===== src/rtl/dmh_pkg.sv =====
// package for the double hash unit: widths and special codes
`default_nettype none
package dmh_pkg;

  localparam int unsigned ModulusBitsDefault = 61;
  localparam int unsigned ValueWidth  = 64;
  localparam int unsigned HashWidth   = 62;
  localparam int unsigned InDataWidth = 64;
  localparam int unsigned OutDataWidth = 64;
  localparam int unsigned ExpWidth    = 11;
  localparam int unsigned FracWidth   = 52;
  localparam int unsigned SigWidth    = 53;
  localparam logic [ExpWidth-1:0] ExpSpecial = '1;
  localparam logic [HashWidth-1:0] InfHash = HashWidth'(314159);

endpackage
`default_nettype wire


===== src/rtl/dmh_core.sv =====
// combinational hash of one binary64 pattern modulo 2^MB-1
`default_nettype none
module dmh_core #(
  parameter int unsigned ModulusBits = dmh_pkg::ModulusBitsDefault
) (
  input  wire logic [dmh_pkg::ValueWidth-1:0] value_bits_i,
  output logic      [dmh_pkg::HashWidth-1:0]  hash_value_o
);
  localparam int unsigned MB = ModulusBits;
  localparam int unsigned HW = dmh_pkg::HashWidth;
  localparam int unsigned EW = 12;  // signed biased exponent span
  localparam int unsigned RW = $clog2(MB);
  localparam logic [MB-1:0] P = '1;
  // reciprocal of MB scaled by 2^RecipShift, rounded up; exact quotient for eoff below 2048
  localparam int unsigned RecipShift = 22;
  localparam int unsigned PW = EW + RecipShift;
  localparam int unsigned RecipMul = ((1 << RecipShift) + MB - 1) / MB;

  logic                           neg;
  logic [dmh_pkg::ExpWidth-1:0]   bexp;
  logic [dmh_pkg::FracWidth-1:0]  frac;
  logic [dmh_pkg::SigWidth-1:0]   sig;
  logic [EW-1:0]                  eoff;   // exponent + 1075, 1..2046 for finite values
  logic [PW-1:0]                  eoff_prod;
  logic [EW-1:0]                  eoff_quot;
  logic [EW-1:0]                  eoff_mod;
  logic [RW-1:0]                  rot;
  logic [MB+1:0]                  f1;
  logic [MB:0]                    f2;
  logic [MB-1:0]                  res, rotd;
  logic [2*MB-1:0]                dbl;
  logic [HW-1:0]                  mag;

  localparam logic [EW-1:0] BiasOff = EW'((1075 % MB));

  always_comb begin
    neg  = value_bits_i[dmh_pkg::ValueWidth-1];
    bexp = value_bits_i[dmh_pkg::ValueWidth-2 -: dmh_pkg::ExpWidth];
    frac = value_bits_i[dmh_pkg::FracWidth-1:0];
    sig  = {(bexp != '0), frac};
    eoff = (bexp == '0) ? EW'(1) : EW'(bexp);
    // significand fold: two passes suffice for 53 bits
    f1 = (MB+2)'(sig & (dmh_pkg::SigWidth)'(P)) + (MB+2)'(sig >> MB);
    f2 = (MB+1)'(f1 & (MB+2)'(P)) + (MB+1)'(f1 >> MB);
    res = (f2 >= (MB+1)'(P)) ? MB'(f2 - (MB+1)'(P)) : MB'(f2);
    // (e mod MB) = (eoff - 1075) mod MB, eoff below 2048, by reciprocal multiply
    eoff_prod = PW'(eoff) * PW'(RecipMul);
    eoff_quot = EW'(eoff_prod >> RecipShift);
    eoff_mod  = eoff - eoff_quot * EW'(MB);
    rot = (eoff_mod >= BiasOff) ? RW'(eoff_mod - BiasOff)
                                : RW'(eoff_mod + EW'(MB) - BiasOff);
    dbl  = {res, res} << rot;
    rotd = dbl[2*MB-1 -: MB];
    if (neg && rotd == MB'(1)) mag = HW'(2);
    else mag = HW'(rotd);
    if (bexp == dmh_pkg::ExpSpecial) begin
      if (frac != '0) hash_value_o = '0;
      else hash_value_o = neg ? -dmh_pkg::InfHash : dmh_pkg::InfHash;
    end else begin
      hash_value_o = neg ? -mag : mag;
    end
  end
endmodule
`default_nettype wire


===== src/rtl/double_mersenne_hash_unit.sv =====
// top level of the double hash unit: input register, hash logic, output register
//
//  channel   | dir | tdata bits
//  s_axis    | in  | [63:0] value_bits
//  m_axis    | out | [61:0] hash_value, [63:62] zero
//
// one beat per cycle sustained while m_axis_tready stays high; each beat is
// registered in the input stage, hashed, then registered in the output stage
// input stage and output stage each hold one beat; the input takes a beat
// whenever the input stage is empty or moves on in the same cycle
// reset empties both stages; payload registers are not reset
`default_nettype none
module double_mersenne_hash_unit #(
  parameter int unsigned ModulusBits = dmh_pkg::ModulusBitsDefault
) (
  input  wire logic        clk_i,
  input  wire logic        rst_ni,
  input  wire logic        s_axis_tvalid,
  output logic             s_axis_tready,
  input  wire logic [63:0] s_axis_tdata,   // [63:0] value_bits
  output logic             m_axis_tvalid,
  input  wire logic        m_axis_tready,
  output logic [63:0]      m_axis_tdata    // [61:0] hash_value, rest zero
);
  logic                           in_vld_q, out_vld_q;
  logic [dmh_pkg::ValueWidth-1:0] in_q;
  logic [dmh_pkg::HashWidth-1:0]  out_q, hash_d;
  logic                           out_take, in_take;

  dmh_core #(.ModulusBits(ModulusBits)) u_core (
    .value_bits_i(in_q),
    .hash_value_o(hash_d)
  );

  // stage advance
  assign out_take      = !out_vld_q || m_axis_tready;
  assign in_take       = !in_vld_q || out_take;
  assign s_axis_tready = in_take;
  assign m_axis_tvalid = out_vld_q;
  assign m_axis_tdata  = {2'b00, out_q};

  // valid flags
  always_ff @(posedge clk_i or negedge rst_ni) begin
    if (!rst_ni) begin
      in_vld_q  <= 1'b0;
      out_vld_q <= 1'b0;
    end else begin
      if (out_take) out_vld_q <= in_vld_q;
      if (in_take) in_vld_q <= s_axis_tvalid;
    end
  end

  // payload
  always_ff @(posedge clk_i) begin
    if (in_take && s_axis_tvalid) in_q <= s_axis_tdata;
    if (out_take && in_vld_q) out_q <= hash_d;
  end
endmodule
`default_nettype wire


===== config.mk =====
export PLATFORM = sky130hd
export DESIGN_NAME = double_mersenne_hash_unit
export DESIGN_NICKNAME = d
export VERILOG_FILES = /design/src/rtl/dmh_pkg.sv /design/src/rtl/dmh_core.sv /design/src/rtl/double_mersenne_hash_unit.sv
export SDC_FILE = /design/constraint.sdc
export NUM_CORES = 1
export LEC_CHECK = 0
export ABC_AREA = 1
export ABC_CLOCK_PERIOD_IN_PS = 13700
export BUFFER_PORTS_ARGS = -buffer_cell sky130_fd_sc_hd__buf_2
export CORE_UTILIZATION = 55
export DETAILED_ROUTE_END_ITERATION = 10
export PLACE_DENSITY = 0.71
export SETUP_SLACK_MARGIN = 0.15
export SYNTH_ARGS = -nofsm -noshare
export SYNTH_HDL_FRONTEND = slang
export SYNTH_SLANG_ARGS = --single-unit

===== constraint.sdc =====
create_clock -name clk_i -period 13.7 [get_ports clk_i]
set_input_delay 0.685 -clock clk_i [delete_from_list [all_inputs] [get_ports clk_i]]
set_output_delay 0.685 -clock clk_i [all_outputs]
set_load 0.05 [all_outputs]

==> results of run 1 <==
## cell type report
type	instances	area (sq um)	share of cell area
clock buffer	17	425	0.0246
clock inverter	15	165	0.00955
inverter	276	1040	0.0603
multi-input combinational	1736	10200	0.590
sequential	128	3830	0.222
tap	372	465	0.0269
timing repair buffer	180	1160	0.0669
## critical path, delay by kind of cell (launching register included)
kind	cells	cell delay, ns
adders and majority gates	12	4.86
and+or+nand+nor	29	3.94
AOI/OAI and AO/OA	7	1.53
buffers and inverters	12	1.33
xor gates and xnor gates	3	0.62
DFF	1	0.41
## synthesized netlist by cell type (20+ instances only)
cell type and n:
nand4_1 37, inv_1 266, nand2_2 22, buf_2 29, o21ai_0 56, nand2_1 471
fa_1 37, buf_6 20, edfxtp_1 126, a21oi_1 48, nand3_1 643, ha_1 107
clkbuf_1 32, nor2_1 159
## layout by cell type, fill, tap and decap left out, types with 4 or more instances in the layout
| cell | n |
|---|---|
| nor2_2 | 16 |
| edfxtp_1 | 126 |
| nand2_1 | 455 |
| buf_12 | 7 |
| o21ai_0 | 56 |
| o21ai_4 | 4 |
| nand4_1 | 37 |
| nor3_1 | 15 |
| a21o_1 | 6 |
| nor2_1 | 150 |
| nand2_2 | 35 |
| nand3_1 | 595 |
| xor2_1 | 16 |
| a21oi_1 | 46 |
| buf_4 | 37 |
| o21bai_1 | 5 |
| o31ai_1 | 7 |
| fa_1 | 37 |
| ha_1 | 106 |
| inv_8 | 5 |
| inv_2 | 8 |
| nand3_2 | 54 |
| clkbuf_16 | 19 |
| o21ai_1 | 17 |
| or2_2 | 7 |
| o21ai_2 | 4 |
| nor4_1 | 13 |
| inv_1 | 264 |
| inv_6 | 4 |
| buf_2 | 131 |
## kinds of logic (layout without fill, tap and decap cells)
logic type,Yosys count,in the layout,synth area share
buffers and inverters,378,488,0.107
adders and majority gates,144,144,0.136
other,1,2,0.000246
xor gates and xnor gates,23,23,0.0149
DFF,128,128,0.251
AOI/OAI and AO/OA,165,165,0.0643
and+or+nand+nor,1401,1402,0.425
## state kept, by name, summed over array words and instances (netlist names)
register,cells
out_q,62
in_q,64
m_axis_tvalid,1
in_vld_q,1
## metrics by stage
| stage | util | instances |
|---|---|---|
| after CTS | 0.617 | 2708 |
| after global placement | 0.595 | 2676 |
| final | 0.638 | 2724 |
| after floorplan | - | 2241 |
| after detailed placement | 0.595 | 2676 |
| after global routing | 0.638 | 2724 |
## how the worst max path moves through the flow
stage,from,to,slack (ns),cells past startpoint
6_report,in_q[54]$_DFFE_PP_,out_q[58]$_DFFE_PP_,0.66,63
2_1_floorplan,in_q[54]$_DFFE_PP_,out_q[52]$_DFFE_PP_,2.43,72
3_3_place_gp,in_q[54]$_DFFE_PP_,out_q[46]$_DFFE_PP_,0.49,61
4_1_cts,in_q[54]$_DFFE_PP_,out_q[46]$_DFFE_PP_,0.25,61
3_5_place_dp,in_q[54]$_DFFE_PP_,out_q[46]$_DFFE_PP_,0.28,61
5_1_grt,in_q[58]$_DFFE_PP_,out_q[58]$_DFFE_PP_,0.08,66
## metal layers
metal,up-vias,global-route usage
met4,0,0.210
met5,-,0
li1,7784,-
met1,7717,0.505
met2,1117,0.611
met3,233,0.0788
## what timing repair did
action | 4_1_cts | 5_1_grt
setup buffers | 0 | 13
resized for setup | 0 | 100
endpoints found under the setup margin | 0 | 37
==> summary.txt, run 1 <==
Detailed routing
  – Max layer used: met4
  – Vias: 16900
  – Routed WL: 56.0 mm
  – Metal-1 WL: 21.6 mm
  – Post-route DRC: 0
  – DR pass1 iterations: 7
  – Antenna viol nets, final: 0
  – Initial DRC Count: 2646
  – WL/cell: 20.6 um
  – Vias/cell: 6.19
  – Routed wl met2: 25.1 mm
  – WL met3: 5.99 mm

Synth
  – Primary FF master, synth: edfxtp_1
  – Asr flop ratio synth: 0.0156
  – Synthesis Warnings: 0
  – Cells after Synth: 2240
  – Share of the synthesized area in the top cell type: 0.248
  – Syn avg cell area: 6.81 sq um
  – Synth unique cells: 63
  – Seq/Total Area, Yosys: 0.251
  – Largest area contributor in the netlist: edfxtp_1
  – EDFF count, synth: 126
  – Top post-synthesis cells by area: edfxtp_1, nand3_1, nand2_1, ha_1, inv_1
  – Synthesized cell area: 15200 sq um
  – Flops & latches, synth: 128

Critical path
  – Setup CP Type: reg -> reg
  – CP max stage cell: fa_1
  – Internal reg-to-reg setup slack: 0.66 ns
  – FF-to-FF path depth: 63
  – Worst path arrival time: 13.18 ns
  – Crit path launch type: register
  – CP Capture Type: register
  – CP required: 13.85 ns
  – CP max FO: 27
  – Most used cell, CP: inv_1
  – Reg2reg start: in_q[54]$_DFFE_PP_
  – Crit path largest cell delay: 0.55 ns
  – Reg2reg end: out_q[58]$_DFFE_PP_

Floorplanning
  – Die Ht: 169 um
  – Core area: 27100 sq um
  – Num ports: 134
  – Row count: 60
  – Die width: 169 um
  – Starting Density: 0.563
  – DIE AREA: 28400 sq um

STA
  – RSZ-0062 raised after global routing: no
  – Worst-margin pin slew: 1.01 ns
  – Final Cycle Share: 0.952
  – Max-slew headroom: 0.328
  – Fmax: 76.7 MHz
  – Post-route setup slack: 0.664 ns
  – Post-route minimum period: 13.04 ns
  – Max Slew Vio Count: 0
  – Final setup fails: 0
  – Setup tns final: 0 ns
  – Final Hold Slack: 0.00107 ns
  – Clk_skew: 0.0207 ns
  – Final hold viol count: 0

Status
  – Status: complete, no violations

Clocking
  – CTS H-tree lvls: 4
  – Clock Latency Late Sink: 0.45 ns
  – Longest Clk Path Bufs: 2
  – Num CTS Buffers: 17
  – Clock slew seen by the registers of the worst setup and hold paths: 0.09 ns
  – CTS tree: done
  – Hold Buf Count CTS: 0
  – Clk root buf: clkbuf_16
  – Clock Sinks: 128

Cells and area
  – # fillers: 2506
  – Fraction of layout cells with a size suffix above 1: 0.159
  – Layout area overhead: 13.4%
  – Design Area, Final: 17300 sq um
  – Ant. Diodes: 0
  – Nets: 2551

Placement
  – DP HPWL: 42.6 mm
  – Pre-CTS WS: 0.282 ns
  – Final Wtd Congestion: 1.10
  – I/O Buffers: 131
  – Post-DP Area: 16100 sq um

Global routing
  – GRT Util Overall: 0.389
  – Vias in the first global route: 15100
  – Largest net degree at the start of global routing: 68
  – Antenna violations before repair: 1
  – GRT overflow: 0
  – First-pass GRT wire length: 84.1 mm

Hold path
  – Min-Delay Path Class: in -> async

Flow run
  – # Max-Cap Violations: 0
Power of run 1 is not shown: default switching activity piles up to over one toggle a cycle in this logic, so the estimate is an artifact.
==> run 2, diff against run 1 <==
--- a/config.mk
+++ b/config.mk
@@ -7,7 +7,7 @@
 export LEC_CHECK = 0
 export ABC_AREA = 1
 export ABC_CLOCK_PERIOD_IN_PS = 13700
-export BUFFER_PORTS_ARGS = -buffer_cell sky130_fd_sc_hd__buf_2
+export BUFFER_PORTS_ARGS = -buffer_cell sky130_fd_sc_hd__buf_4
 export CORE_UTILIZATION = 55
 export DETAILED_ROUTE_END_ITERATION = 10
 export PLACE_DENSITY = 0.71
@@ -15,3 +15,4 @@
 export SYNTH_ARGS = -nofsm -noshare
 export SYNTH_HDL_FRONTEND = slang
 export SYNTH_SLANG_ARGS = --single-unit
+export TNS_END_PERCENT = 10
==> run 2 against run 1 <==
Register-to-register slack worse by 0.06 ns; worst hold slack better by 0.40 ns; clock skew is 0.0069 ns higher; routed wire length is 2.7% higher; cell count is 0.29% higher; via count is 1.0% higher; flip-flop and latch count stayed put; critical path depth is 2 higher; utilization is 1.1 points higher; clock-buffer cell count stayed put.
==> summary.txt, run 2 (synthesized netlist as in run 1, its figures left out) <==
STA
  – Max-slew headroom: 0.325
  – Final setup fails: 0
  – Max Slew Vio Count: 0
  – Post-route minimum period: 13.09 ns
  – Fmax: 76.4 MHz
  – Post-route setup slack: 0.606 ns
  – Final hold viol count: 0
  – Clk_skew: 0.0276 ns
  – Worst-margin pin slew: 1.01 ns
  – Final Cycle Share: 0.956

Clocking
  – Longest Clk Path Bufs: 2
  – Clock Sinks: 128
  – Clk root buf: clkbuf_16
  – Clock Latency Late Sink: 0.46 ns
  – Clock slew seen by the registers of the worst setup and hold paths: 0.09 ns
  – CTS H-tree lvls: 4
  – CTS tree: done
  – Num CTS Buffers: 17

Floorplanning
  – Row count: 60
  – Starting Density: 0.563
  – Core area: 27100 sq um
  – Die width: 169 um
  – Num ports: 134
  – Die Ht: 169 um
  – DIE AREA: 28400 sq um

Global routing
  – Most Crowded Layer GR: met2
  – First-pass GRT wire length: 86.0 mm
  – Antenna violations before repair: 0
  – GRT Util Overall: 0.396
  – Grt met3 use: 0.0531
  – Largest net degree at the start of global routing: 68
  – Vias in the first global route: 15500
  – Met1 usage: 0.523
  – GRT overflow: 0
  – Met2 Usage GRT: 0.636

Detailed routing
  – Post-route DRC: 0
  – Initial DRC Count: 2728
  – Antenna viol nets, final: 0
  – Vias/cell: 6.23
  – DR pass1 iterations: 7
  – WL/cell: 21.1 um
  – Routed WL: 57.5 mm
  – Vias: 17000

Status
  – Status: complete, no violations

Critical path
  – Crit path largest cell delay: 0.54 ns
  – Worst path arrival time: 13.27 ns
  – Reg2reg start: in_q[58]$_DFFE_PP_
  – CP max stage cell: fa_1
  – Crit path launch type: register
  – Internal reg-to-reg setup slack: 0.61 ns
  – Reg2reg end: out_q[56]$_DFFE_PP_
  – CP Capture Type: register
  – CP required: 13.87 ns
  – Setup CP Type: reg -> reg
  – FF-to-FF path depth: 65
  – CP max FO: 27

Placement
  – DP HPWL: 43.4 mm
  – Final Wtd Congestion: 1.11
  – I/O Buffers: 131
  – Pre-CTS WS: 0.142 ns

Hold path
  – WHS Endpoint: in_q[2]$_DFFE_PP_
  – HP Start: s_axis_tdata[2]
  – WHS Path Cells: 1
  – Min-Delay Path Class: in -> reg

Cells and area
  – Register area: 3830 sq um
  – # fillers: 2399
  – Commonest cells after routing, fill and taps aside: nand3_1, nand2_1, inv_1
  – Most common cell after layout, fill and taps aside: nand3_1
  – Area of the multi-input gates: 10100 sq um
  – Most flops, register: in_q
  – Fraction of layout cells with a size suffix above 1: 0.149
  – Max reg flops: 64
  – Ant. Diodes: 0
  – Layout area overhead: 15.4%
  – Nets: 2559
  – Regs by FF count: in_q x64, out_q x62

Flow run
  – # Max-Cap Violations: 0
run 2: per-layer routing:
metal  up-vias  routed length (um)
met5         -                   0
met1      7694               21900
met3       259                5940
met4         0                3740
li1       7823                   -
met2      1244               26000
run 2: final cells by class:
| cell class | instances | area share |
|---|---|---|
| flip-flops and latches | 128 | 0.218 |
| well taps | 372 | 0.0264 |
| repair buffers | 186 | 0.0876 |
| inverters | 276 | 0.0593 |
| multi-input cells | 1738 | 0.575 |
| clock buffers | 17 | 0.0242 |
| clock inverters | 15 | 0.00945 |
run 2: worst max path at each step:
stage / from / endpoint / slack (ns) / cells past startpoint
after floorplan: in_q[54]$_DFFE_PP_ / out_q[52]$_DFFE_PP_ / 2.43 / 72
after global placement: in_q[54]$_DFFE_PP_ / out_q[46]$_DFFE_PP_ / 0.50 / 62
after detailed placement: in_q[54]$_DFFE_PP_ / out_q[46]$_DFFE_PP_ / 0.14 / 63
after CTS: in_q[54]$_DFFE_PP_ / out_q[46]$_DFFE_PP_ / 0.18 / 66
after global routing: in_q[58]$_DFFE_PP_ / out_q[48]$_DFFE_PP_ / -0.07 / 66
final: in_q[58]$_DFFE_PP_ / out_q[56]$_DFFE_PP_ / 0.61 / 65
run 2: repair_timing:
item | in CTS | in global routing
buffers inserted | 0 | 16
gates cloned | 0 | 5
pin swaps | 0 | 13
gates resized for setup | 1 | 75
hold buffers | 1 | 0
setup endpoints to repair | 1 | 38
hold endpoints to repair | 1 | 0
run 2: critical path: cells and delay by family, from the launching register on:
family,cells,cell delay (ns)
AND/OR/NAND/NOR,29,4.16
buffers and inverters,12,1.49
XOR/XNOR,2,0.35
AO/OA/AOI/OAI,9,1.40
flip-flops,1,0.41
adder cells (fa/ha/maj),13,5.00
run 2: per-stage QoR:
step           instances  setup TNS [ns]  cell area, sq um  hold WS, ns   util
4_1_cts             2711               0             17100        0.402  0.631
5_1_grt             2732          -0.160             17600        0.406  0.650
6_report            2732               0             17600        0.399  0.650
3_5_place_dp        2678               0             16500        0.467  0.608
2_1_floorplan       2241               0             15300        0.389      -
3_3_place_gp        2678               0             16500        0.468  0.608
Power of run 2 is left out for the same reason.
